<file path="config.mk">
export PLATFORM = sky130hd
export DESIGN_NAME = cluster_debug_halt_controller
export DESIGN_NICKNAME = d
export VERILOG_FILES = /design/src/rtl/cdh_pkg.sv /design/src/rtl/cluster_debug_halt_controller.sv /design/src/rtl/cdh_in_reg.sv /design/src/rtl/cdh_regs.sv /design/src/rtl/cdh_out_reg.sv
export VERILOG_INCLUDE_DIRS = /design/src /design/src/rtl
export SDC_FILE = /design/constraint.sdc
export NUM_CORES = 1
export LEC_CHECK = 0
export ABC_AREA = 0
export BUFFER_PORTS_ARGS = -buffer_cell sky130_fd_sc_hd__buf_2
export CORE_UTILIZATION = 47
export DETAILED_ROUTE_END_ITERATION = 8
export GPL_ROUTABILITY_DRIVEN = 0
export GPL_TIMING_DRIVEN = 0
export PLACE_DENSITY = 0.64
export SLEW_MARGIN = 5
export SYNTH_ARGS = -nofsm -noshare
export SYNTH_HDL_FRONTEND = slang
export SYNTH_SLANG_ARGS = --single-unit
</file>
<file path="constraint.sdc">
create_clock -name i_clk -period 4.6 [get_ports i_clk]
set_clock_uncertainty 0.15 [all_clocks]
set_input_delay 0.23 -clock i_clk [delete_from_list [all_inputs] [get_ports i_clk]]
set_output_delay 0.23 -clock i_clk [all_outputs]
set_load 0.01 [all_outputs]
</file>
<file path="src/rtl/assert_macros.svh">
// Assertion macros used by cluster_debug_halt_controller.
`ifndef ASSERT_MACROS_SVH
`define ASSERT_MACROS_SVH

`ifndef SYNTH
`define CDH_ASSERT(lbl, prop, msg) \
    lbl: assert property (@(posedge i_clk) disable iff (!i_rst_n) prop) else $error(msg);
`define CDH_ASSERT_ALWAYS(lbl, prop, msg) \
    lbl: assert property (@(posedge i_clk) prop) else $error(msg);
`else
`define CDH_ASSERT(lbl, prop, msg)
`define CDH_ASSERT_ALWAYS(lbl, prop, msg)
`endif

`endif

</file>
<file path="src/rtl/cdh_pkg.sv">
package cdh_pkg;

    localparam int BootSlots  = 8;
    localparam int CoreIdxW   = 3;
    localparam int DataW      = 32;
    localparam int LineW      = 8;
    localparam logic [DataW-1:0] BootReset = 32'h5757_5757;

    localparam int InTdataW   = 40;
    localparam int InTuserW   = 5;
    localparam int OutTdataW  = 88;

    typedef enum logic [1:0] {
        ACT_READ  = 2'd0,
        ACT_WRITE = 2'd1,
        ACT_HALT  = 2'd2,
        ACT_NONE  = 2'd3
    } t_action;

    typedef enum logic [2:0] {
        REG_FETCH    = 3'd0,
        REG_BOOT     = 3'd1,
        REG_EVENT    = 3'd2,
        REG_CFG      = 3'd3,
        REG_CLKGATE  = 3'd4,
        REG_DBG_STAT = 3'd5,
        REG_DBG_MASK = 3'd6,
        REG_UNMAPPED = 3'd7
    } t_reg_code;

    typedef struct packed {
        t_action               action;
        t_reg_code             register_code;
        logic [CoreIdxW-1:0]   core_index;
        logic [DataW-1:0]      write_data;
        logic                  access_is_word;
        logic                  reported_halt;
    } t_item;

    // Member order makes read_data land in the lowest bits.
    typedef struct packed {
        logic [DataW-1:0]      boot_value;
        logic [CoreIdxW-1:0]   boot_core;
        logic                  boot_update;
        logic [LineW-1:0]      halt_lines;
        logic                  fetch_updated;
        logic [LineW-1:0]      fetch_lines;
        logic                  access_error;
        logic [DataW-1:0]      read_data;
    } t_result;

endpackage

</file>
<file path="src/rtl/cluster_debug_halt_controller.sv">
// Channel    Dir  Bus      Beat contents (low bit up)
// s_axis     in   tdata    core_index, write_data, access_is_word, reported_halt
//            in   tuser    action, register_code
// m_axis     out  tdata    read_data, access_error, fetch_lines, fetch_updated,
//                          halt_lines, boot_update, boot_core, boot_value
//
// One beat per cycle in and out unless m_axis stalls.
// A taken beat passes the input register, the decode and the result register to m_axis.
// Synchronous active-low reset clears status, mask and fetch, and sets boot addresses.
// A stall on m_axis holds the result; s_axis keeps taking one more beat, then stalls.
`include "assert_macros.svh"

module cluster_debug_halt_controller #(
    parameter int NUM_CORES = 8
) (
    input  logic                            i_clk,
    input  logic                            i_rst_n,
    input  logic                            s_axis_tvalid,
    output logic                            s_axis_tready,
    // core_index[2:0], write_data[34:3], access_is_word[35], reported_halt[36]
    input  logic [cdh_pkg::InTdataW-1:0]    s_axis_tdata,
    // action[1:0], register_code[4:2]
    input  logic [cdh_pkg::InTuserW-1:0]    s_axis_tuser,
    output logic                            m_axis_tvalid,
    input  logic                            m_axis_tready,
    // read_data[31:0], access_error[32], fetch_lines[40:33], fetch_updated[41],
    // halt_lines[49:42], boot_update[50], boot_core[53:51], boot_value[85:54]
    output logic [cdh_pkg::OutTdataW-1:0]   m_axis_tdata
);
    import cdh_pkg::*;

    localparam logic [DataW:0] CoreMaskWide = (33'd1 << NUM_CORES) - 33'd1;
    localparam logic [LineW-1:0] LineMask   = CoreMaskWide[LineW-1:0];

    logic    w_in_vld;
    t_item   w_item;
    logic    w_out_free;
    logic    w_advance;
    t_result w_result;

    assign w_advance = w_in_vld && w_out_free;

    cdh_in_reg u_in_reg (
        .i_clk         (i_clk),
        .i_rst_n       (i_rst_n),
        .s_axis_tvalid (s_axis_tvalid),
        .s_axis_tready (s_axis_tready),
        .s_axis_tdata  (s_axis_tdata),
        .s_axis_tuser  (s_axis_tuser),
        .i_take        (w_advance),
        .o_vld         (w_in_vld),
        .o_item        (w_item)
    );

    cdh_regs #(
        .NUM_CORES (NUM_CORES)
    ) u_regs (
        .i_clk     (i_clk),
        .i_rst_n   (i_rst_n),
        .i_advance (w_advance),
        .i_item    (w_item),
        .o_result  (w_result)
    );

    cdh_out_reg u_out_reg (
        .i_clk         (i_clk),
        .i_rst_n       (i_rst_n),
        .i_load        (w_advance),
        .i_result      (w_result),
        .o_free        (w_out_free),
        .m_axis_tvalid (m_axis_tvalid),
        .m_axis_tready (m_axis_tready),
        .m_axis_tdata  (m_axis_tdata)
    );

    `CDH_ASSERT(a_absent_core_no_halt, w_advance |-> ((w_result.halt_lines & ~LineMask) == '0), "halt line driven for absent core")
    `CDH_ASSERT(a_absent_core_no_fetch, w_advance |-> ((w_result.fetch_lines & ~LineMask) == '0), "fetch line driven for absent core")
    `CDH_ASSERT(a_update_no_error, (w_advance && (w_result.boot_update || w_result.fetch_updated)) |-> !w_result.access_error, "update flagged together with error")
    `CDH_ASSERT(a_pipe_moves, (w_in_vld && !m_axis_tvalid) |=> m_axis_tvalid, "held beat not moved to free output")
    `CDH_ASSERT_ALWAYS(a_reset_empty, !i_rst_n |=> (!m_axis_tvalid && s_axis_tready), "pipeline not empty after reset")

endmodule

</file>
<file path="src/rtl/cdh_in_reg.sv">
module cdh_in_reg (
    input  logic                           i_clk,
    input  logic                           i_rst_n,
    input  logic                           s_axis_tvalid,
    output logic                           s_axis_tready,
    input  logic [cdh_pkg::InTdataW-1:0]   s_axis_tdata,
    input  logic [cdh_pkg::InTuserW-1:0]   s_axis_tuser,
    input  logic                           i_take,
    output logic                           o_vld,
    output cdh_pkg::t_item                 o_item
);
    import cdh_pkg::*;

    logic  r_vld;
    logic  n_vld;
    t_item r_item;
    t_item n_item;
    logic  w_accept;

    assign s_axis_tready = !r_vld || i_take;
    assign w_accept      = s_axis_tvalid && s_axis_tready;

    always_comb begin
        n_vld  = r_vld;
        n_item = r_item;
        if (i_take) begin
            n_vld = 1'b0;
        end
        if (w_accept) begin
            n_vld                 = 1'b1;
            n_item.action         = t_action'(s_axis_tuser[1:0]);
            n_item.register_code  = t_reg_code'(s_axis_tuser[4:2]);
            n_item.core_index     = s_axis_tdata[2:0];
            n_item.write_data     = s_axis_tdata[34:3];
            n_item.access_is_word = s_axis_tdata[35];
            n_item.reported_halt  = s_axis_tdata[36];
        end
    end

    always_ff @(posedge i_clk) begin
        if (!i_rst_n) begin
            r_vld <= 1'b0;
        end else begin
            r_vld <= n_vld;
        end
        r_item <= n_item;
    end

    assign o_vld  = r_vld;
    assign o_item = r_item;

endmodule

</file>
<file path="src/rtl/cdh_regs.sv">
module cdh_regs #(
    parameter int NUM_CORES = 8
) (
    input  logic             i_clk,
    input  logic             i_rst_n,
    input  logic             i_advance,
    input  cdh_pkg::t_item   i_item,
    output cdh_pkg::t_result o_result
);
    import cdh_pkg::*;

    localparam logic [DataW:0]   CoreMaskWide = (33'd1 << NUM_CORES) - 33'd1;
    localparam logic [DataW-1:0] CoreMask     = CoreMaskWide[DataW-1:0];
    localparam logic [5:0]       NumCoresW    = 6'(NUM_CORES);

    logic [DataW-1:0] r_halt_status;
    logic [DataW-1:0] n_halt_status;
    logic [DataW-1:0] r_halt_mask;
    logic [DataW-1:0] n_halt_mask;
    logic [LineW-1:0] r_fetch;
    logic [LineW-1:0] n_fetch;
    logic [DataW-1:0] r_boot [BootSlots];

    logic             w_core_ok;
    logic             w_trig;
    logic             w_boot_wr;
    logic [DataW-1:0] w_core_bit;
    logic [DataW-1:0] w_status;
    logic [DataW-1:0] w_hit;
    t_result          w_res;

    assign w_core_ok  = {3'b000, i_item.core_index} < NumCoresW;
    assign w_core_bit = DataW'(1) << i_item.core_index;

    always_comb begin
        w_res         = '0;
        w_status      = r_halt_status;
        n_halt_mask   = r_halt_mask;
        n_fetch       = r_fetch;
        w_trig        = 1'b0;
        w_boot_wr     = 1'b0;
        if (i_item.action == ACT_HALT) begin
            if (w_core_ok) begin
                w_status = (r_halt_status & ~w_core_bit)
                         | (i_item.reported_halt ? w_core_bit : '0);
                w_trig   = i_item.reported_halt;
            end
        end else if (i_item.action == ACT_READ || i_item.action == ACT_WRITE) begin
            if (!i_item.access_is_word) begin
                w_res.access_error = 1'b1;
            end else begin
                unique case (i_item.register_code) inside
                    REG_FETCH: begin
                        if (i_item.action == ACT_WRITE) begin
                            n_fetch             = i_item.write_data[LineW-1:0]
                                                & CoreMask[LineW-1:0];
                            w_res.fetch_updated = 1'b1;
                        end
                    end
                    REG_BOOT: begin
                        if (!w_core_ok) begin
                            w_res.access_error = 1'b1;
                        end else if (i_item.action == ACT_WRITE) begin
                            w_boot_wr         = 1'b1;
                            w_res.boot_update = 1'b1;
                            w_res.boot_core   = i_item.core_index;
                            w_res.boot_value  = i_item.write_data;
                        end else begin
                            w_res.read_data = r_boot[i_item.core_index];
                        end
                    end
                    REG_EVENT, REG_CFG, REG_CLKGATE: begin
                    end
                    REG_DBG_STAT: begin
                        if (i_item.action == ACT_WRITE) begin
                            w_status = r_halt_status & ~i_item.write_data;
                            w_trig   = 1'b1;
                        end else begin
                            w_res.read_data = r_halt_status;
                        end
                    end
                    REG_DBG_MASK: begin
                        if (i_item.action == ACT_WRITE) begin
                            n_halt_mask = i_item.write_data;
                            w_trig      = 1'b1;
                        end else begin
                            w_res.read_data = r_halt_mask;
                        end
                    end
                    default: begin
                        w_res.access_error = 1'b1;
                    end
                endcase
            end
        end
        w_hit         = w_status & n_halt_mask;
        n_halt_status = w_status;
        if (w_trig && w_hit != '0 && w_hit != n_halt_mask) begin
            n_halt_status = w_status | n_halt_mask;
        end
        w_res.fetch_lines = n_fetch;
        w_res.halt_lines  = n_halt_status[LineW-1:0] & CoreMask[LineW-1:0];
    end

    always_ff @(posedge i_clk) begin
        if (!i_rst_n) begin
            r_halt_status <= '0;
            r_halt_mask   <= '0;
            r_fetch       <= '0;
            for (int i = 0; i < BootSlots; i++) begin
                r_boot[i] <= BootReset;
            end
        end else if (i_advance) begin
            r_halt_status <= n_halt_status;
            r_halt_mask   <= n_halt_mask;
            r_fetch       <= n_fetch;
            if (w_boot_wr) begin
                r_boot[i_item.core_index] <= i_item.write_data;
            end
        end
    end

    assign o_result = w_res;

endmodule

</file>
<file path="src/rtl/cdh_out_reg.sv">
module cdh_out_reg (
    input  logic                            i_clk,
    input  logic                            i_rst_n,
    input  logic                            i_load,
    input  cdh_pkg::t_result                i_result,
    output logic                            o_free,
    output logic                            m_axis_tvalid,
    input  logic                            m_axis_tready,
    output logic [cdh_pkg::OutTdataW-1:0]   m_axis_tdata
);
    import cdh_pkg::*;

    logic    r_vld;
    logic    n_vld;
    t_result r_res;

    assign o_free = !r_vld || m_axis_tready;

    always_comb begin
        n_vld = r_vld;
        if (m_axis_tready) begin
            n_vld = 1'b0;
        end
        if (i_load) begin
            n_vld = 1'b1;
        end
    end

    always_ff @(posedge i_clk) begin
        if (!i_rst_n) begin
            r_vld <= 1'b0;
        end else begin
            r_vld <= n_vld;
        end
        if (i_load) begin
            r_res <= i_result;
        end
    end

    assign m_axis_tvalid = r_vld;
    assign m_axis_tdata  = {(OutTdataW - $bits(t_result))'(0), r_res};

endmodule
</file>
# == Yosys cells after proc, flatten, opt, wreduce, memory -nomap -nowiden ==
# Memories as Yosys holds them, arrays and structs flattened. A register that Yosys moved wholly into a read port is not among the register bits.
# Cells that the tools add are included.
# word_totals
register_bits,202
ramBits,256
in_bits,49
out_inout_bits,90
elab_cells,110
mem_count,1
# classes
eq_ne,9
n_shift,1
mux,46
bitwise,12
reduce_logical,22
# memory_table
name,words,word_bits,rd,rd_clocked_by_memory_dff,wr,line_no,rtl
u_regs.r_boot,8,32,1,1,8,cdh_regs.sv:22,logic [DataW-1:0] r_boot [BootSlots];
# ops
op,n
$mux 32,16
$and 32x32->32,3
$pmux 32 s3,1
$not 32->32,2
$or 32x32->32,2
$mux 8,5
$ne 32x32->1,1
$reduce_bool 32->1,1
$reduce_or 32->1,1
$shl 1x3->32 const A,1
$mux 1,22
$eq 3x3->1 const B,3
$reduce_or 4->1,2
$reduce_or 7->1,1
$eq 3x2->1 const B,2
$mux 3,2
$not 1->1,5
$reduce_or 5->1,1
$logic_and 1x1->1,4
$reduce_bool 2->1,2
$reduce_or 2->1,2
$eq 3x1->1 const B,1
$logic_not 3->1,1
$logic_or 1x1->1,3
other kinds (5),6

# == Longest topological paths before layout ==
# logic_depth
word_depth,12
ltp_mapped,13
mapped_depth_nobuf,8

# == By module ==
# A second synthesis with hierarchy kept.
# hier_totals
cells_unflattened,1658
area_unflattened_um2,20303.2
# modules_own_cells
mod,instances,cells_per_inst,area_per_inst_um2,seq_area_each_um2
cdh_regs,1,1517,16328.2,9128.8
cdh_out_reg,1,93,2650.0,2602.5
cdh_in_reg,1,47,1318.8,1281.2
cluster_debug_halt_controller,1,1,6.3,0.0

# == Least setup slack after synthesis ==
# OpenSTA, ideal clock, no wires.
# synth_path
kind,register to register
from,"register u_out_reg.r_vld, in the netlist u_out_reg.m_axis_tvalid"
to,"register u_out_reg.r_res, in the netlist u_out_reg.m_axis_tdata[0] (enable)"
t_arrival_ns,3.291
t_required_ns,3.966
slack_ns,0.674
path_stages_with_launch,5
path_buffers,1
synth_period_minus_slack_ns,3.926
path_cell_list,dfxtp_1 -> nor2b_1 -> nand2b_1 -> inv_2 -> clkbuf_1
# synth_via
elab_chain_cells,3
# synth_lines
element,line_no,rtl
from (decl),cdh_out_reg.sv:13,logic r_vld;
from (signal assigned),cdh_out_reg.sv:33,r_vld <= n_vld;
$logic_not 1->1,cdh_out_reg.sv:17,assign o_free = !r_vld || m_axis_tready;
$logic_or 1x1->1,cdh_out_reg.sv:17,
$logic_and 1x1->1,cluster_debug_halt_controller.sv:41,assign w_advance = w_in_vld && w_out_free;
via u_in_reg.i_take,cdh_in_reg.sv:8,"input logic i_take,"
to (signal assigned),cdh_out_reg.sv:36,r_res <= i_result;
to (decl),cdh_out_reg.sv:15,t_result r_res;
# The timed path passes the listed nets, and every way through them passes these cells.
# A chain may end at the register's enable or synchronous reset.

# == Worst setup path in the final report ==
# layout_path
from,"register u_in_reg.r_item, in the netlist u_in_reg.o_item[16]"
to,register u_regs.r_halt_status[29]
# layout_via
elab_chain_cells,12
# layout_lines
element,line_no,rtl
from (decl),cdh_in_reg.sv:16,t_item r_item;
from (signal assigned),cdh_in_reg.sv:46,r_item <= n_item;
$not 32->32,cdh_regs.sv:76,w_status = r_halt_status & ~i_item.write_data;
$and 32x32->32,cdh_regs.sv:76,
$mux 32,cdh_regs.sv:75,if (i_item.action == ACT_WRITE) begin
$mux 32,cdh_regs.sv:52,unique case (i_item.register_code) inside
$mux 32,cdh_regs.sv:49,if (!i_item.access_is_word) begin
$mux 32,cdh_regs.sv:48,end else if (i_item.action == ACT_READ || i_item.action == ACT_WRITE) begin
$mux 32,cdh_regs.sv:42,if (i_item.action == ACT_HALT) begin
$and 32x32->32,cdh_regs.sv:96,w_hit = w_status & n_halt_mask;
$reduce_bool 32->1,cdh_regs.sv:98,if (w_trig && w_hit != '0 && w_hit != n_halt_mask) begin
$logic_and 1x1->1,cdh_regs.sv:98,
$logic_and 1x1->1 *,cdh_regs.sv:98,
$mux 32 *,cdh_regs.sv:98,
to (signal assigned),cdh_regs.sv:114,r_halt_status <= n_halt_status;
to (decl),cdh_regs.sv:16,logic [DataW-1:0] r_halt_status;
# Every way passes the cells marked *; elsewhere a longest branch is shown, timed or not.

==> summary.txt <==
Layout
  • Final Util: 56.4%
  • Antenna cell count: 0
  • Fin area: 24,500 µm²
  • Final net count: 1,889
  • Area Overhead vs Synth: 17.3%
  • # fillers: 3,602
  • Layout cell share with drive strength beyond 1: 19.7%

Timing
  • RSZ-0062 raised after global routing: no
  • Max Slew Vio Count: 0
  • Tcrit/Tclk final: 89.9%
  • FMAX: 0.242 GHz
  • Max-slew headroom: 19.6%
  • # setup viols final: 0
  • Least-Margin Pin Slew: 1.21 ns
  • Final min period: 4.14 ns
  • Final hold slack: 0.117 ns
  • Hold Violations, Final: 0

Flow run
  • Max-Cap Viols: 0

Synth
  • Post-synthesis mux area share: 10.2%
  • Synth Instances: 1,600
  • Yosys reg bits: 461
  • Async set-reset flop share out of synthesis: 0%
  • XOR/XNOR Fraction of Synth Area: 0%
  • Compound-Gate Fraction of Synth Area: 9.00%
  • Simple-gate portion of the synthesized area: 14.6%
  • Main combinational cell family by area after synthesis: simple AND/OR/NAND/NOR gates
  • Sequential-to-total area share from yosys stat: 62.5%
  • Yosys cell types: 62
  • Mapped Area: 20,900 µm²
  • Post-synth EDFFs: 384
  • Post-synth top flop: edfxtp_1
  • Synth Warn #: 0
  • Synth Area in Adders: 0%
  • Mean Syn Cell Area: 13.1 µm²

Clock tree
  • Sink Count: 461
  • Worst-Skew Late Latency: 0.58 ns
  • H-tree depth: 2
  • CTS Buf Count: 48
  • Root Buffer: clkbuf_16
  • CTS Buffer Depth: 3
  • CTS tree: yes
  • Clock transition at the registers of the reported paths: 0.06 ns

Route
  • DR iter-0 viols: 2,375
  • WL/cell: 26.7 µm
  • Routed WL: 65,800 µm
  • Via count: 15,200
  • Pre-antenna DRT Iters: 9
  • DR vias/cell: 6.19
  • Routed Antenna Nets: 0
  • Post-route DRC: 21

Hold path
  • Hold path depth: 4
  • Hold EP: u_regs.r_halt_status[12]
  • Worst Hold Class: primary input to register
  • Min-delay src: i_rst_n

Placed design
  • IO Port Bufs: 132
  • Detailed placement HPWL: 46,200 µm
  • Post-place instance area: 22,600 µm²

GRT
  • Grt total ovfl: 0
  • First-pass GRT wire length: 96,400 µm
  • Largest net degree at the start of global routing: 50
  • Initial antenna violation count: 0
  • Vias in the first global route: 15,100
  • GRT Util Overall: 29.5%

Critical path
  • CP bufs+invs: 3
  • Worst R2R End: u_regs.r_halt_status[29]
  • Startpoint types: register
  • Crit-path cells: inv_1 -> buf_2 -> o22ai_1 -> a2111oi_0 -> a31oi_1 -> a2111oi_1 -> o2111ai_1 -> o211a_1 -> buf_6 -> a32o_1
  • Worst reg2reg startpoint: u_in_reg.o_item[16]
  • Reg2reg setup slack: 0.46 ns
  • Worst Reg-to-Reg Cells: 10
  • Dominant delay contributor by cell family on the critical path: compound AO/OA/AOI/OAI gates
  • Worst path arrival time: 4.45 ns
  • Crit. End Element: register
  • Required time worst endpoint: 4.92 ns
  • Max FO, Critical Path: 10
  • Crit-path slowest cell: a2111oi_1
  • WS Path Type: register to register
  • CP Launch Point: u_in_reg.o_item[16]
  • CP max stage delay: 0.70 ns

Run status
  • Status: complete, but fails checks
  • Violated checks: design-rule violations

Floorplanning
  • Die Wd: 213 µm
  • Die Y-Extent: 213 µm
  • Core box area: 43,500 µm²
  • Starting Density: 48.1%
  • Row count: 76
  • Full die area: 45,300 µm²
  • Top-level port count: 139

Pwr
  • Final Power: 0.00924 W
  • PD cells: 377 nW/µm²
  • Peak VDD IR: 0.263 mV
  • LEAKAGE: 7.99 nW
==> synthesized netlist by cell type (all sizes together) (32+ instances only) <==
library cell,count,share of area [%]
and2,39,1.2
inv,32,0.57
clkbuf,123,2.2
mux2,53,2.9
nor2,98,1.8
edfxtp,384,55
nand2,119,2.1
dfxtp,77,7.4
a222oi,34,1.6
and3,84,2.5
nand2b,154,4.6
mux4,64,6.9
a21oi,58,1.4
==> worst register-to-register path, delay by kind of cell (launching register included) <==
kind / cells / cell delay, ns
buffers and inverters: 3 / 0.62
AO/OA/AOI/OAI: 7 / 2.74
flip-flops: 1 / 0.53
==> cell usage in the layout (no fill, tap or decap), drive strengths merged, types with 7 or more instances in the layout <==
| cell | count |
|---|---|
| edfxtp | 384 |
| clkbuf | 183 |
| buf | 174 |
| nand2b | 154 |
| nand2 | 119 |
| nor2 | 98 |
| and3 | 84 |
| dfxtp | 77 |
| mux4 | 64 |
| a21oi | 58 |
| mux2 | 53 |
| dlygate4sd3 | 45 |
| and2 | 39 |
| a222oi | 34 |
| inv | 33 |
| o21ai | 30 |
| nand3 | 26 |
| clkinv | 23 |
| a32o | 18 |
| a221oi | 17 |
| a211oi | 14 |
| nor3 | 12 |
| nor4 | 11 |
| nor2b | 10 |
| mux2i | 10 |
| a32oi | 9 |
| a22o | 9 |
| a22oi | 8 |
| o2111ai | 7 |
==> stage by stage <==
step	setup WS, ns	setup TNS [ns]	cells
CTS	0.273	0	2460
global placement	-0.981	-104.54	2318
floorplan	0.674	0	1601
finish	0.465	0	2462
global route	0.335	0	2462
detailed placement	0.303	0	2328
==> flip-flops by register name (all words and copies together), names as in the netlist, named ones only <==
name,flops
u_regs.r_boot,256
u_out_reg.m_axis_tdata,86
u_in_reg.o_item,42
u_regs.r_halt_mask,32
u_regs.r_halt_status,32
u_regs.r_fetch,8
u_in_reg.o_vld,1
u_out_reg.m_axis_tvalid,1
==> final cells by class <==
class	instances	area, µm²	area share, %
multi-input cells	953	7100	28.9
flip-flops and latches	461	13100	53.3
repair buffers	189	1360	5.53
inverters	34	128	0.520
clock inverters	27	210	0.857
plain buffers	153	649	2.65
clock buffers	60	1290	5.25
well taps	585	732	2.98
==> worst max-delay path by stage <==
stage,slack (ns),endpoint,depth (start not counted)
2_1_floorplan,0.67,u_out_reg.m_axis_tdata[0],4
3_3_place_gp,-0.98,u_regs.r_halt_mask[4],5
3_5_place_dp,0.30,u_out_reg.m_axis_tdata[43],9
4_1_cts,0.27,u_out_reg.m_axis_tdata[43],9
5_1_grt,0.34,u_regs.r_halt_status[18],10
6_report,0.46,u_regs.r_halt_status[29],10
==> cells by family after synthesis <==
logic type             after synthesis
other                                1
AOI/OAI and AO/OA                  251
and+or+nand+nor                    573
buffers and inverters              187
DFF                                461
muxes                              127
==> power by group <==
part | switching (W) | internal, W
Clock | 0.00163 | 0.00215
Combinational | 0.000482 | 0.000276
Sequential | 0.0000742 | 0.00463
==> layer usage <==
| metal | GRT usage [%] | vias to the layer above | share of wire (%) |
|---|---|---|---|
| li1 | - | 6552 | - |
| met4 | 13.4 | 0 | 4.7 |
| met3 | 8.40 | 215 | 12 |
| met1 | 40.1 | 7422 | 39 |
| met2 | 43.9 | 1050 | 44 |
| met5 | 0.111 | - | 0 |
==> timing repair <==
action                                 in CTS  in global routing
setup buffers                               0                  2
setup endpoints to repair                   0                  6
endpoints found under the hold margin      47                  0
hold buffers                               45                  0
gates resized for setup                     0                  1
(Power assumes the default switching activity.)
